==> src/hw/rtl/sisu_pkg.sv <==
// Shared package for the sorted interval union store: capacity, widths,
// command and status codes, and the structs passed between the sequencer
// and the cell chain. It depends on nothing else.
package sisu_pkg;

  // Store geometry.
  localparam int CAPACITY = 32;
  localparam int IDX_W    = $clog2(CAPACITY);
  localparam int CNT_W    = $clog2(CAPACITY + 1);

  // Field widths of the beats.
  localparam int DATA_W   = 32;
  localparam int STATUS_W = 3;
  localparam int COUNT_W  = 6;

  typedef logic signed [DATA_W-1:0] coord_t;

  // Result status codes.
  typedef enum logic [STATUS_W-1:0] {
    STATUS_ADDED     = 3'd0,
    STATUS_COALESCED = 3'd1,
    STATUS_FULL      = 3'd2,
    STATUS_DUMPED    = 3'd3,
    STATUS_EMPTY     = 3'd4
  } status_t;

  // Input command codes.
  typedef enum logic {
    CMD_INSERT = 1'b0,
    CMD_DUMP   = 1'b1
  } cmd_t;

  // Operation broadcast to every cell in a cycle.
  typedef enum logic [2:0] {
    OP_HOLD,
    OP_CMP,
    OP_ABSORB,
    OP_INSERT,
    OP_MERGE,
    OP_ROTATE
  } op_t;

  // Source of the span carried by a result beat.
  typedef enum logic [1:0] {
    SEL_NEW,
    SEL_FOCUS,
    SEL_HEAD,
    SEL_ZERO
  } sel_t;

  // Sequencer states.
  typedef enum logic [2:0] {
    ST_IDLE,
    ST_CMP,
    ST_ACT,
    ST_MERGE,
    ST_RESULT,
    ST_DUMP
  } state_t;

  // Control broadcast from the sequencer to the cells.
  typedef struct packed {
    op_t              op;
    coord_t           lo;
    coord_t           hi;
    logic [CNT_W-1:0] count;
  } ctrl_t;

  // Summary flags gathered from the cells.
  typedef struct packed {
    logic any_ov;
    logic merge_any;
  } flags_t;

  // Request to load the result register.
  typedef struct packed {
    logic    fire;
    status_t status;
    sel_t    sel;
    logic    last;
  } emit_t;

endpackage

==> src/hw/rtl/sisu_seq.sv <==
// Sequencer of the interval store: input register, fill count, dump
// counter and the operation broadcast to the cell chain.
// Depends on sisu_pkg.
module sisu_seq (
  input  logic                        clk,
  input  logic                        rst,
  input  logic                        in_valid,
  output logic                        in_stall,
  input  logic                        command,
  input  logic signed [sisu_pkg::DATA_W-1:0] range_start,
  input  logic signed [sisu_pkg::DATA_W-1:0] range_end,
  input  sisu_pkg::flags_t            flags,
  input  logic                        out_free,
  output sisu_pkg::ctrl_t             ctrl,
  output sisu_pkg::emit_t             emit
);
  import sisu_pkg::*;

  state_t           state;
  state_t           state_next;
  logic [CNT_W-1:0] count;
  logic [CNT_W-1:0] count_next;
  logic [IDX_W-1:0] dump_idx;
  logic [IDX_W-1:0] dump_idx_next;
  status_t          res_status;
  status_t          res_status_next;
  coord_t           new_lo;
  coord_t           new_hi;
  op_t              op;
  logic             in_accept;
  logic             dump_last;
  logic             store_full;

  assign in_accept  = in_valid && !in_stall;
  assign dump_last  = CNT_W'(dump_idx) == (count - CNT_W'(1));
  assign store_full = count == CNT_W'(CAPACITY);

  assign ctrl = '{op: op, lo: new_lo, hi: new_hi, count: count};

  // Next state.
  always_comb begin
    state_next = state;
    case (state)
      ST_IDLE: begin
        if (in_accept) begin
          state_next = (command == CMD_DUMP) ? ST_DUMP : ST_CMP;
        end
      end
      ST_CMP: begin
        state_next = ST_ACT;
      end
      ST_ACT: begin
        state_next = flags.any_ov ? ST_MERGE : ST_RESULT;
      end
      ST_MERGE: begin
        if (!flags.merge_any) begin
          state_next = ST_RESULT;
        end
      end
      ST_RESULT: begin
        if (out_free) begin
          state_next = ST_IDLE;
        end
      end
      ST_DUMP: begin
        if (out_free && ((count == '0) || dump_last)) begin
          state_next = ST_IDLE;
        end
      end
      default: begin
        state_next = ST_IDLE;
      end
    endcase
  end

  // Outputs and register next values.
  always_comb begin
    in_stall        = 1'b1;
    op              = OP_HOLD;
    emit            = '{fire: 1'b0, status: STATUS_ADDED, sel: SEL_NEW, last: 1'b1};
    count_next      = count;
    dump_idx_next   = dump_idx;
    res_status_next = res_status;
    case (state)
      ST_IDLE: begin
        in_stall      = rst;
        dump_idx_next = '0;
      end
      ST_CMP: begin
        op = OP_CMP;
      end
      ST_ACT: begin
        if (flags.any_ov) begin
          op              = OP_ABSORB;
          res_status_next = STATUS_COALESCED;
        end else if (store_full) begin
          res_status_next = STATUS_FULL;
        end else begin
          op              = OP_INSERT;
          count_next      = count + CNT_W'(1);
          res_status_next = STATUS_ADDED;
        end
      end
      ST_MERGE: begin
        if (flags.merge_any) begin
          op         = OP_MERGE;
          count_next = count - CNT_W'(1);
        end
      end
      ST_RESULT: begin
        if (out_free) begin
          emit.fire   = 1'b1;
          emit.status = res_status;
          emit.sel    = (res_status == STATUS_COALESCED) ? SEL_FOCUS : SEL_NEW;
        end
      end
      ST_DUMP: begin
        if (out_free) begin
          emit.fire = 1'b1;
          if (count == '0) begin
            emit.status = STATUS_EMPTY;
            emit.sel    = SEL_ZERO;
          end else begin
            emit.status   = STATUS_DUMPED;
            emit.sel      = SEL_HEAD;
            emit.last     = dump_last;
            op            = OP_ROTATE;
            dump_idx_next = dump_idx + IDX_W'(1);
          end
        end
      end
      default: begin
        in_stall = 1'b1;
      end
    endcase
  end

  // Control registers.
  always_ff @(posedge clk) begin
    if (rst) begin
      state      <= ST_IDLE;
      count      <= '0;
      dump_idx   <= '0;
      res_status <= STATUS_ADDED;
    end else begin
      state      <= state_next;
      count      <= count_next;
      dump_idx   <= dump_idx_next;
      res_status <= res_status_next;
    end
  end

  // The accepted interval, endpoints put in order.
  always_ff @(posedge clk) begin
    if (in_accept) begin
      new_lo <= (range_start < range_end) ? range_start : range_end;
      new_hi <= (range_start < range_end) ? range_end : range_start;
    end
  end

endmodule

==> config.mk <==
export PLATFORM = sky130hd
export DESIGN_NAME = sisu_seq
export DESIGN_NICKNAME = d
export VERILOG_FILES = /design/src/hw/rtl/sisu_pkg.sv /design/src/hw/rtl/sisu_seq.sv
export SDC_FILE = /design/constraint.sdc
export NUM_CORES = 1
export LEC_CHECK = 0
export BUFFER_PORTS_ARGS = -buffer_cell sky130_fd_sc_hd__buf_2
export CAP_MARGIN = 15
export CELL_PAD_IN_SITES_DETAIL_PLACEMENT = 1
export CELL_PAD_IN_SITES_GLOBAL_PLACEMENT = 1
export CORE_MARGIN = 3
export CORE_UTILIZATION = 42
export DETAILED_ROUTE_END_ITERATION = 10
export PLACE_DENSITY_LB_ADDON = 0.1
export SLEW_MARGIN = 20
export SYNTH_ARGS = -nofsm -noshare
export SYNTH_HDL_FRONTEND = slang
export SYNTH_SLANG_ARGS = --single-unit
==> constraint.sdc <==
create_clock -name clk -period 11.1 [get_ports clk]
set_input_delay 1.11 -clock clk [delete_from_list [all_inputs] [get_ports clk]]
set_output_delay 1.11 -clock clk [all_outputs]
set_load 0.02 [all_outputs]
==> summary.md <==
| Metric | Value |
|---|---|
| Status | finished, final reports clean |
| Post-CTS Resized | 0 |
| Max FO, Critical Path | 42 |
| # DRC | 0 |
| Sum of negative setup slack | 0 ns |
| Share of cells above drive strength 1 | 41.67% |
| Clock share of power | 24.4% |
| Largest net degree at the start of global routing | 65 |
| R2R depth | 8 |
| Hold WC Path Type | reg2reg |
| Post-Route WL | 11,270 um |
| Vias in the first global route | 3,687 |
| Grt ovf | 0 |
| Hold Path Cell Cnt | 2 |
| Clock Latency Late Sink | 0.36 ns |
| Largest area contributor in the netlist | edfxtp_1 |
| Reg2reg setup slack | 8.62 ns |
| GR Util All Layers | 18.72% |
| Slew Limit Headroom | 28.69% |
| Core Box Area | 10,510 sq um |
| Net Sw Frac | 34.88% |
| DR vias | 3,574 |
| Clk slew on worst S/H paths | 0.08 ns |
| Mux contribution to synthesized area | 15.78% |
| Internal Dissipation | 0.6397 mW |
| Antenna violations before repair | 1 |
| Final Cycle Share | 38.99% |
| Fin nets | 652 |
| Worst setup SP type | input port |
| Post-synth ARST share | 0% |
| Die W | 111.0 um |
| Ys Warns | 0 |
| Slack of the critical path | 6.772 ns |
| Worst flop-to-flop path startpoint | count[0] |
| Psw | 0.3426 mW |
| DIE HEIGHT | 111.0 um |
| Setup Viol. Count Final | 0 |
| Pre-CTS WS | 6.304 ns |
| Peak supply drop | 0.07035 mV |
| R2r endpoint | count[3] |
| Cell Rows | 37 |
| Final min period | 4.328 ns |
| Post-DRT Antenna Nets | 0 |
| Wire length per cell | 16.35 um |
| Synth top area share | 41.49% |
| Syn Area/Cell | 11.61 sq um |
| H-tree depth | 3 |
| Slew Viols, Final | 0 |
| I/O pins | 152 |
| Primary FF master, synth | edfxtp_1 |
| Synth Area in Adders | 9.184% |
| Global-route wire length before repair | 18,740 um |
| Synth Area in Simple Gates | 10.18% |
| Comb power frac | 33.4% |
| Crit. End Element | flop |
| Area of the mapped netlist | 4632 sq um |
| Die footprint | 12,320 sq um |
| HP Start | res_status[1] |
| Hold_buf cts | 0 |
| WHS Endpoint | res_status[1] |
| Sequential share of the synthesized area | 48.41% |
| Synth Net Count | 504 |
| Flop pwr share | 42.3% |
| Largest family of logic cells by synthesized area | multiplexers |
| Worst EP arrival | 4.43 ns |
| Fillers | 1,176 |
| CTS sink cnt | 80 |
| MaxCap Viol Count | 0 |
| TritonCTS buffer count | 9 |
| Synth Area in XOR/XNOR | 2.836% |
| Final Hold Vio Count | 0 |
| RePlAce Congestion | 0.8262 |
| FMAX | 231.0 MHz |
| CTS tree | done |
| Post-synth cell types | 46 |
| Measured slew at the worst slew-check pin | 1.066 ns |
| Clock buffer depth | 2 |
| First DRT Iteration DRCs | 215 |
| Syn Inst Count | 399 |
| EDFF count, synth | 64 |
| Leak | 2.493 nW |
| HPWL after detailed placement | 8649 um |
| Skew final | 0.01153 ns |
| Cell Pwr Density | 172.5 nW/um^2 |
| Via density | 5.187 |
| Synth Area in Compound Gates | 8.104% |
| # port buffers | 151 |
| CP Class | in2reg |
| Req. time, crit path | 11.20 ns |
| Post-CTS Setup Bufs | 0 |
| DR pass1 iterations | 4 |
| Area delta synth->final | 22.93% |
| RSZ-0062 raised after global routing | false |
| Final Power | 0.9824 mW |
| Starting density of the core | 44.08% |
| Root buffer cell | clkbuf_8 |
| Synth area leaders | edfxtp_1 (41%), mux2_2 (13%), ha_1 (9.2%), dfxtp_1 (6.9%), inv_1 (3.2%) |
| Synthesis-stage register bit count | 80 |
## state kept, by name, summed over array words and instances (netlist names)
signal,cells
new_hi,32
state,3
dump_idx,5
res_status,2
count,6
new_lo,32
## power groups by stage
| stage | registers (mW) | logic [mW] | clock network (mW) |
|---|---|---|---|
| final | 0.415 | 0.328 | 0.239 |
| after global routing | 0.423 | 0.363 | 0.262 |
| after CTS | 0.416 | 0.333 | 0.247 |
| after detailed placement | 0.422 | 0.331 | 0 |
| after global placement | 0.421 | 0.320 | 0 |
| after floorplan | 0.456 | 0.205 | 0 |
## worst max-delay path by stage
| stage | start | endpoint | cells past startpoint |
|---|---|---|---|
| 2_1_floorplan | rst | new_hi[0] | 2 |
| 3_3_place_gp | range_end[2] | new_hi[30] | 10 |
| 3_5_place_dp | range_end[2] | new_hi[27] | 10 |
| 4_1_cts | range_end[2] | new_lo[26] | 10 |
| 5_1_grt | range_end[25] | new_lo[26] | 10 |
| 6_report | range_end[2] | new_lo[26] | 10 |
## per-layer routing
metal,wire length (um),share of wire [%],GRT usage [%],up-vias
met3,659,5.8,5.186,10
li1,-,-,-,1746
met1,4898,43,23.25,1723
met4,149,1.3,5.758,0
met2,5561,49,31.76,95
met5,0,0,0,-
## kinds of logic after synthesis
logic type / Yosys count
DFF: 80
buffers and inverters: 56
muxes: 65
and+or+nand+nor: 94
adders and majority gates: 34
AOI/OAI and AO/OA: 55
xor gates and xnor gates: 15
## metrics by stage
step | util [%] | std cells | area, sq um | hold WS [ns]
floorplan | - | 399 | 4632 | 0.4687
global placement | 52.08 | 672 | 5473 | 0.4836
detailed placement | 52.08 | 672 | 5473 | 0.4907
CTS | 54.16 | 688 | 5692 | 0.5083
global route | 54.19 | 689 | 5694 | 0.5503
finish | 54.19 | 689 | 5694 | 0.5088
## placed cells by master, fill, tap and decap left out, drive strengths merged, types with 3 or more instances in the layout
cell type | netlist | routed
nand2 | 21 | 21
or3 | 3 | 3
xor2 | 5 | 5
nand4 | 6 | 6
clkinvlp | 0 | 3
nand3 | 10 | 10
nor3 | 6 | 6
nor2b | 4 | 4
clkbuf | 10 | 9
buf | 6 | 153
nor2 | 27 | 27
mux2 | 64 | 64
a31oi | 5 | 5
inv | 40 | 41
dfxtp | 16 | 16
xnor2 | 10 | 10
o21ai | 9 | 9
a22oi | 3 | 3
edfxtp | 64 | 64
a21oi | 15 | 15
nand2b | 4 | 4
a211oi | 9 | 9
ha | 34 | 34
and4 | 3 | 3
## area by class of cell
class,count,area [sq um],share of cell area [%]
diodes,1,2.502,0.04395
well taps,136,170.2,2.988
clock inverters,7,95.09,1.670
inverters,40,150.1,2.637
clock buffers,9,123.9,2.175
repair buffers,153,770.7,13.54
flip-flops and latches,80,2242,39.38
multi-input cells,263,2140,37.57
## Yosys cell counts (all sizes together) (3+ instances only)
cell type / number
edfxtp: 64
or3: 3
a22oi: 3
xor2: 5
and4: 3
a31oi: 5
a21oi: 15
ha: 34
nand3: 10
xnor2: 10
nand2: 21
buf: 6
clkbuf: 10
inv: 40
nor2b: 4
mux2: 64
o21ai: 9
nand2b: 4
a211oi: 9
nor2: 27
nor3: 6
dfxtp: 16
nand4: 6
## critical path, cell delays in order
cell      delay (ns)
buf_2           0.11
inv_1           0.04
ha_1            0.28
a211o_1         0.29
a31oi_1         0.14
o221ai_1        0.17
a211o_1         0.36
a211oi_4        0.91
buf_4           0.59
mux2_2          0.40
No activity file was read; power rests on OpenSTA's default activity.
