File: src/hw/rtl/sisu_pkg.sv
// Shared package for the sorted interval union store: capacity, widths,
// command and status codes, and the structs passed between the sequencer
// and the cell chain. It depends on nothing else.
package sisu_pkg;

  // Store geometry.
  localparam int CAPACITY = 32;
  localparam int IDX_W    = $clog2(CAPACITY);
  localparam int CNT_W    = $clog2(CAPACITY + 1);

  // Field widths of the beats.
  localparam int DATA_W   = 32;
  localparam int STATUS_W = 3;
  localparam int COUNT_W  = 6;

  typedef logic signed [DATA_W-1:0] coord_t;

  // Result status codes.
  typedef enum logic [STATUS_W-1:0] {
    STATUS_ADDED     = 3'd0,
    STATUS_COALESCED = 3'd1,
    STATUS_FULL      = 3'd2,
    STATUS_DUMPED    = 3'd3,
    STATUS_EMPTY     = 3'd4
  } status_t;

  // Input command codes.
  typedef enum logic {
    CMD_INSERT = 1'b0,
    CMD_DUMP   = 1'b1
  } cmd_t;

  // Operation broadcast to every cell in a cycle.
  typedef enum logic [2:0] {
    OP_HOLD,
    OP_CMP,
    OP_ABSORB,
    OP_INSERT,
    OP_MERGE,
    OP_ROTATE
  } op_t;

  // Source of the span carried by a result beat.
  typedef enum logic [1:0] {
    SEL_NEW,
    SEL_FOCUS,
    SEL_HEAD,
    SEL_ZERO
  } sel_t;

  // Sequencer states.
  typedef enum logic [2:0] {
    ST_IDLE,
    ST_CMP,
    ST_ACT,
    ST_MERGE,
    ST_RESULT,
    ST_DUMP
  } state_t;

  // Control broadcast from the sequencer to the cells.
  typedef struct packed {
    op_t              op;
    coord_t           lo;
    coord_t           hi;
    logic [CNT_W-1:0] count;
  } ctrl_t;

  // Summary flags gathered from the cells.
  typedef struct packed {
    logic any_ov;
    logic merge_any;
  } flags_t;

  // Request to load the result register.
  typedef struct packed {
    logic    fire;
    status_t status;
    sel_t    sel;
    logic    last;
  } emit_t;

endpackage

File: src/hw/rtl/sisu_cell.sv
// One cell of the interval chain: holds a single stored interval and the
// flags that locate it against the interval being inserted.
// Depends on sisu_pkg.
module sisu_cell (
  input  logic                       clk,
  input  logic                       rst,
  input  logic [sisu_pkg::IDX_W-1:0] idx,
  input  sisu_pkg::ctrl_t            ctrl,
  input  logic                       prev_nb,
  input  sisu_pkg::coord_t           left_lo,
  input  sisu_pkg::coord_t           left_hi,
  input  logic                       right_valid,
  input  sisu_pkg::coord_t           right_lo,
  input  sisu_pkg::coord_t           right_hi,
  input  sisu_pkg::coord_t           head_lo,
  input  sisu_pkg::coord_t           head_hi,
  output logic                       cell_valid,
  output logic                       nb,
  output logic                       focus,
  output logic                       ov_hit,
  output logic                       merge_hit,
  output sisu_pkg::coord_t           lo,
  output sisu_pkg::coord_t           hi
);
  import sisu_pkg::*;

  logic   after;
  logic   ov;
  logic   lt_lo;
  logic   gt_hi;
  logic   below;
  coord_t lo_next;
  coord_t hi_next;

  // The cell is occupied when its place lies below the fill count.
  assign cell_valid = CNT_W'(idx) < ctrl.count;

  // An occupied cell wholly below the new interval; the first cell that is
  // not below marks the insertion point.
  assign below = cell_valid && (hi < ctrl.lo);
  assign nb    = !below;

  // The focus cell reports an overlap, and whether its right neighbour
  // must fold into it.
  assign ov_hit    = focus && ov;
  assign merge_hit = focus && right_valid && (right_lo <= hi);

  // Data movement for the broadcast operation.
  always_comb begin
    lo_next = lo;
    hi_next = hi;
    case (ctrl.op)
      OP_ABSORB: begin
        if (focus) begin
          lo_next = lt_lo ? ctrl.lo : lo;
          hi_next = gt_hi ? ctrl.hi : hi;
        end
      end
      OP_INSERT: begin
        if (focus) begin
          lo_next = ctrl.lo;
          hi_next = ctrl.hi;
        end else if (after) begin
          lo_next = left_lo;
          hi_next = left_hi;
        end
      end
      OP_MERGE: begin
        if (focus) begin
          hi_next = (right_hi > hi) ? right_hi : hi;
        end else if (after) begin
          lo_next = right_lo;
          hi_next = right_hi;
        end
      end
      OP_ROTATE: begin
        if (cell_valid) begin
          lo_next = right_valid ? right_lo : head_lo;
          hi_next = right_valid ? right_hi : head_hi;
        end
      end
      default: begin
        lo_next = lo;
        hi_next = hi;
      end
    endcase
  end

  // Interval storage.
  always_ff @(posedge clk) begin
    lo <= lo_next;
    hi <= hi_next;
  end

  // Position flags, captured in the compare cycle.
  always_ff @(posedge clk) begin
    if (rst) begin
      focus <= 1'b0;
      after <= 1'b0;
    end else if (ctrl.op == OP_CMP) begin
      focus <= nb && !prev_nb;
      after <= prev_nb;
    end
  end

  // Compare results used by the absorb step.
  always_ff @(posedge clk) begin
    if (ctrl.op == OP_CMP) begin
      ov    <= cell_valid && (lo <= ctrl.hi);
      lt_lo <= ctrl.lo < lo;
      gt_hi <= ctrl.hi > hi;
    end
  end

endmodule

File: config.mk
export PLATFORM = sky130hd
export DESIGN_NAME = sisu_cell
export DESIGN_NICKNAME = d
export VERILOG_FILES = /design/src/hw/rtl/sisu_pkg.sv /design/src/hw/rtl/sisu_cell.sv
export SDC_FILE = /design/constraint.sdc
export NUM_CORES = 1
export LEC_CHECK = 0
export BUFFER_PORTS_ARGS = -buffer_cell sky130_fd_sc_hd__buf_2
export CAP_MARGIN = 20
export CORE_MARGIN = 4
export CORE_UTILIZATION = 35
export DETAILED_ROUTE_END_ITERATION = 7
export PLACE_DENSITY = 0.74
export SYNTH_ARGS = -nofsm -noshare
export SYNTH_HDL_FRONTEND = slang
export SYNTH_SLANG_ARGS = --single-unit
File: constraint.sdc
create_clock -name clk -period 6.5 [get_ports clk]
set_input_delay 0 -clock clk [delete_from_list [all_inputs] [get_ports clk]]
set_output_delay 0 -clock clk [all_outputs]
set_load 0.005 [all_outputs]
==> summary.md, run 1 <==
| Metric | Value |
|---|---|
| Pre-antenna DRT Iters | 8 |
| CTS tree | yes |
| Mux contribution to synthesized area | 0.2455% |
| Largest net degree at the start of global routing | 41 |
| Max Fclk | 0.2767 GHz |
| Layout Skew | 11.09 ps |
| Drt total wl | 36870 µm |
| Die width | 160.6 µm |
| Clk root buf | clkbuf_16 |
| Primary FF master, synth | edfxtp_1 |
| Reg2reg end | hi[28] |
| Status | finished with violations |
| Async S/R FF share, synth | 0% |
| Max FO, Critical Path | 20 |
| # setup viols final | 0 |
| Xor and xnor fraction of the mapped netlist area | 0% |
| Synth warn | 0 |
| WL/cell | 20.93 µm |
| Yosys top cell by area | ha_1 |
| Total number of vias | 9784 |
| Critical Path Max Stage Delay | 500 ps |
| Sequential area share after synthesis | 25.16% |
| First-pass GRT wire length | 55090 µm |
| GPL Wtd Cong | 0.9352 |
| Die height | 160.6 µm |
| Drt drc | 23 |
| Pwr Density | 162.5 nW/µm² |
| Register bit total from synthesis | 69 |
| Initial DRC Count | 1322 |
| RSZ-0062 raised after global routing | false |
| Hold slack | 8.337 ps |
| Arr. time, crit path | 3620 ps |
| Total gr overflow | 0 |
| Failing checks | design-rule violations |
| Worst-Margin Slew | 1068 ps |
| Leak pwr | 6.306 nW |
| Max-slew headroom | 26.93% |
| Synth Area in Adders | 29.76% |
| DP Wirelength | 29610 µm |
| Vias in the first global route | 9864 |
| Sequential share of power | 29.4% |
| Cell Int Power | 1.293 mW |
| Total of max-cap violations | 0 |
| Synth area leaders | ha_1, edfxtp_1, a222oi_1 |
| Top Ports | 343 |
| Total GRT Usage | 27.37% |
| Initial antenna violation count | 3 |
| Final #Nets | 1911 |
| Die area | 25810 µm² |
| Fillers | 2130 |
| Unique cell type count in the Yosys netlist | 49 |
| R2R setup slack | 2890 ps |
| Setup TNS | 0 ps |
| Total CTS buffers | 9 |
| Total Power | 1.962 mW |
| Initial Util | 35.80% |
| Worst-Skew Late Latency | 350 ps |
| Yosys top cell area share | 29.76% |
| Top cells by count, synth | ha_1, nand2_1, inv_1 |
| Clock Path Buffers | 2 |
| CP Buf/Inv Count | 2 |
| WP depth | 9 |
| Hold Crit Endpoint | lo[3] |
| Clock Power Share | 30.4% |
| H-tree levels | 3 |
| R2R cell count | 9 |
| Max IR drop VDD | 0.1025 mV |
| HP Start | head_lo[3] |
| Largest family of logic cells by synthesized area | adder cells |
| Vias/cell | 5.553 |
| Synth Area in Compound Gates | 21.16% |
| Port bufs | 342 |
| Fin util | 53.00% |
| Post-Synth Simple-Gate Area | 15.80% |
| Switching Share | 34.09% |
| Crit share post-route | 55.60% |
| Clock Pin Slew Worst Setup and Hold Paths | 70 ps |
| Gate Count Post-Synth | 963 |
| Min Tclk post-route | 3614 ps |
| Data required, critical path | 6510 ps |
| Crit path kind | reg2reg |
| Worst hold-check path type | in2reg |
| Syn nets | 1431 |
| Share of layout cells above drive strength 1 | 25.76% |
| Comb pwr share | 40.2% |
| Worst Setup End Kind | flip-flop |
| Mapped Avg Cell Area | 8.469 µm² |
| Final Hold Fails | 0 |
| Most common cell in the synthesized netlist | ha_1 |
| Standard-cell row count | 55 |
| Slowest CP cell | nor3_1 |
| Core Footprint | 22780 µm² |
| Startpoint Class | flip-flop |
| Number of flops mapped to enable cells by yosys | 67 |
| Sw Pwr | 668.8 µW |
| Synth Cell Area | 8155 µm² |
| Layout area overhead | 48.04% |
| ANT nets after route | 0 |
| Sinks on Clock Net | 69 |
| Pins Over Slew Limit | 0 |
| Hold Path Stages | 3 |
| RR Startpoint | hi[31] |
| CP Cell Sequence | inv_1 > ha_1 > nand4_1 > nor3_1 > nor3b_1 > a21boi_0 > o21bai_1 > o311ai_4 > buf_4 |
| Family with the most delay on the worst path | simple AND/OR/NAND/NOR gates |
[registers in the layout, indices dropped and copies added, names as in the netlist]
register	count
hi	32
lo	32
after	1
focus	1
gt_hi	1
lt_lo	1
ov	1
[power by group through the flow]
stage	registers [mW]	clock network, mW	logic (mW)
floorplan	0.581	0	0.364
global placement	0.582	0	0.660
detailed placement	0.584	0	0.675
CTS	0.575	0.606	0.773
global route	0.580	0.617	0.871
finish	0.576	0.597	0.789
[repair_timing]
action	in CTS	in global routing
resized for setup	0	0
endpoints found under the hold margin	60	0
buffers inserted	0	0
hold buffers	145	0
[how the worst max path moves through the flow]
stage / start / end / slack, ps
final: hi[31] / hi[28] / 2890
after global routing: hi[31] / hi[28] / 2700
after CTS: hi[31] / hi[28] / 2880
after detailed placement: hi[31] / hi[26] / 2910
after global placement: hi[31] / hi[27] / 2920
after floorplan: hi[29] / hi[0] / 1840
[worst min-delay path, stage by stage]
cell,delay [ps]
buf_2,70
a222oi_1,90
nand2_1,80
[per-stage QoR]
stage,instances,area [µm²],setup slack [ps]
after floorplan,963,8155,1838
after global placement,1599,10260,2922
after detailed placement,1600,10280,2905
after CTS,1761,12070,2881
after global routing,1762,12070,2701
final,1762,12070,2886
[cells by family after synthesis]
group                      count (synthesis)
adders and majority gates                194
and+or+nand+nor                          289
DFF                                       69
muxes                                      2
buffers and inverters                    171
AOI/OAI and AO/OA                        238
[routing by layer]
metal	GRT usage (%)	up-vias	wire, µm
met5	0	-	13
met3	5.389	100	3218
met2	44.88	546	16770
met1	35.23	4562	15280
li1	-	4574	-
met4	11.46	2	1588
[layout by cell type, fill, tap and decap left out, types with 2 or more instances in the layout]
cell type and n:
o21a_1 2, nand3_1 17, o31a_1 2, a21o_1 28, or3_1 3, mux2i_1 2, or4_1 3, o21ai_0 32
nor2_1 26, nand2b_1 6, a211oi_1 11, dfxtp_1 2, buf_2 342, nand4_1 30, a221oi_1 4, ha_1 194
nand2_1 170, nor4_1 4, o22ai_1 2, o211ai_1 3, a31oi_1 2, a21oi_1 66, o32ai_1 2, bufinv_16 3
o21ai_1 2, nor2b_1 6, nor3b_1 2, clkbuf_1 2, nor3_1 14, inv_1 145, clkbuf_16 9, dlygate4sd3_1 145
buf_4 7, o21bai_1 3, a222oi_1 64, edfxtp_1 67, a2111oi_0 2
[layout make-up]
type	instances	area, µm²	area share [%]
Antenna cell	1	2.502	0.02073
Clock buffer	12	246.5	2.042
Clock inverter	4	95.09	0.7876
Inverter	145	544.3	4.508
Multi-Input combinational cell	723	5510	45.64
Sequential cell	69	2052	17.00
Tap cell	313	391.6	3.244
Timing Repair Buffer	495	3231	26.76
(Power assumes the default switching activity.)
==> run 2, diff against run 1 <==
--- a/config.mk
+++ b/config.mk
@@ -10,7 +10,7 @@
 export CORE_MARGIN = 4
 export CORE_UTILIZATION = 35
 export DETAILED_ROUTE_END_ITERATION = 7
-export PLACE_DENSITY = 0.74
+export PLACE_DENSITY = 0.76
 export SYNTH_ARGS = -nofsm -noshare
 export SYNTH_HDL_FRONTEND = slang
 export SYNTH_SLANG_ARGS = --single-unit
==> constraint.sdc (replaced) <==
create_clock -name clk -period 3.2 [get_ports clk]
set_input_delay 0 -clock clk [delete_from_list [all_inputs] [get_ports clk]]
set_output_delay 0 -clock clk [all_outputs]
set_load 0.005 [all_outputs]
==> summary.md, run 2 (same netlist as run 1, synthesis figures left out) <==
| Metric | Value |
|---|---|
| Status | finished with violations |
| Failing checks | design-rule violations, negative hold slack |
| GPL Wtd Cong | 0.9416 (+0.68%) |
| Total Power | 3.809 mW (+94%) |
| Crit path kind | reg2reg |
| Total gr overflow | 0 (unchanged) |
| Worst-Skew Late Latency | 350 ps (about the same) |
| Max-slew headroom | 28.08% (+1.1 points) |
| Number of setup buffers added after CTS | 0 (unchanged) |
| Setup TNS | 0 ps (unchanged) |
| Min Tclk post-route | 3023 ps (-591.3 ps) |
| Commonest non-fill, non-tap cell in the layout | buf_2 |
| Sinks on Clock Net | 69 (unchanged) |
| Pre-antenna DRT Iters | 8 (unchanged) |
| Total number of vias | 9791 (+0.072%) |
| Die height | 160.6 µm (unchanged) |
| Layout Skew | 11.16 ps (+0.06340 ps) |
| DP Wirelength | 29760 µm (+0.50%) |
| Pins Over Slew Limit | 0 (unchanged) |
| RSZ-0062 raised after global routing | false |
| Final Hold Fails | 3 (+3) |
| Total of max-cap violations | 0 (unchanged) |
| CTS tree | yes |
| Largest registers | hi x32, lo x32 |
| Final #Nets | 1911 (unchanged) |
| Arr. time, crit path | 3060 ps (-560 ps) |
| H-tree levels | 3 (unchanged) |
| Initial Util | 35.80% (unchanged) |
| Total CTS buffers | 9 (unchanged) |
| Most frequent cells in the layout | buf_2, ha_1, nand2_1 |
| # setup viols final | 0 (unchanged) |
| Top Ports | 343 (unchanged) |
| Pwr Density | 315.6 nW/µm² (+94%) |
| Vias in the first global route | 10050 (+1.8%) |
| Largest net degree at the start of global routing | 43 (+4.9%) |
| Max FO, Critical Path | 28 (+40%) |
| Die area | 25810 µm² (unchanged) |
| Core Footprint | 22780 µm² (unchanged) |
| Initial antenna violation count | 7 (+4) |
| Standard-cell row count | 55 (unchanged) |
| Max Fclk | 0.3308 GHz (+20%) |
| Placed cell area | 10380 µm² (+0.97%) |
| First-pass GRT wire length | 55470 µm (+0.69%) |
| Drt total wl | 37070 µm (+0.52%) |
| Clock Pin Slew Worst Setup and Hold Paths | 70 ps (about the same) |
| Worst hold-check path type | in2reg |
| Startpoint Class | flip-flop |
| Die width | 160.6 µm (unchanged) |
| Crit share post-route | 94.47% (+39 points) |
| Port bufs | 342 (unchanged) |
| Clock Path Buffers | 2 (unchanged) |
| Data required, critical path | 3240 ps (-3270 ps) |
| ANT nets after route | 0 (unchanged) |
| WL/cell | 20.98 µm (+0.24%) |
| Clk root buf | clkbuf_16 |
| Worst-Margin Slew | 1075 ps (+6.956 ps) |
| Initial DRC Count | 1191 (-9.9%) |
| Hold slack | -5.271 ps (-13.61 ps) |
| Share of layout cells above drive strength 1 | 25.90% (+0.14 points) |
| Worst Setup End Kind | flip-flop |
| Total GRT Usage | 27.67% (+0.30 points) |
| Max IR drop VDD | 0.1787 mV (+74%) |
| Vias/cell | 5.541 (-0.21%) |
| Leak pwr | 6.304 nW (about the same) |
| Fin area | 12070 µm² (about the same) |
| Layout area overhead | 47.97% (about the same) |
| Drt drc | 3 (-87%) |
## run 2: cell types whose count changed in the layout (fill, tap and decap cells not counted), sizes merged
| cell | previous run | this run |
|---|---|---|
| bufinv | 3 | 1 |
| diode | 1 | 6 |
| dlygate4sd3 | 145 | 139 |
| buf | 350 | 356 |
| clkbuf | 12 | 14 |
## run 2: timing repair
action                                 in CTS  in global routing
hold buffers                              139                  0
setup endpoints to repair                   0                 20
resized for setup                           0                  2
endpoints found under the hold margin      63                  0
## run 2: per-layer routing
| metal | part of all wire, % | up-vias | track usage [%] |
|---|---|---|---|
| li1 | - | 4575 | - |
| met1 | 42 | 4572 | 35.82 |
| met3 | 8.4 | 83 | 4.670 |
| met5 | 0.035 | - | 0 |
| met4 | 3.5 | 2 | 10.09 |
| met2 | 46 | 559 | 46.45 |
## run 2: cell type report
cell class,instances,area [µm²]
antenna,6,15.01
fill,2098,10710
clock buffer,14,244.0
tap,313,391.6
timing repair buffer,495,3271
multi-input combinational,723,5517
sequential,69,2052
inverter,145,544.3
clock inverter,2,33.78
## run 2: final timing paths
path / endpoint / slack (ps) / depth (start not counted) / startpoint
worst max register to register: hi[27] / 180 / 9 / hi[31]
worst min register to register: focus / 730 / 3 / focus
worst min-delay path: lo[5] / -5 / 3 / head_lo[5]
worst max-delay path: hi[27] / 180 / 9 / hi[31]
## run 2: power breakdown
group / total (mW) / switching [mW] / internal (mW)
clock network: 1.04 / 0.433 / 0.605
registers: 1.17 / 0.0648 / 1.10
logic: 1.60 / 0.857 / 0.748
total: 3.81 / 1.35 / 2.45
## run 2: critical path: stages, from the launching register on
cell      delay, ps
edfxtp_1        390
inv_1           100
ha_1            350
nand4_1         160
nor3_1          390
nor3b_1         390
a21boi_1        360
o21bai_1        160
o311ai_4        120
buf_12          250
## run 2: per-stage QoR
step                hold slack (ps)  cells  utilization (%)  setup slack [ps]
finish                       -5.271   1767            52.98             177.0
global route                  5.761   1767            52.98             107.3
CTS                          0.6018   1761            52.89             60.55
detailed placement            205.3   1606            45.56             59.69
global placement              196.3   1606            45.56             106.2
floorplan                     72.38    963                -             105.4
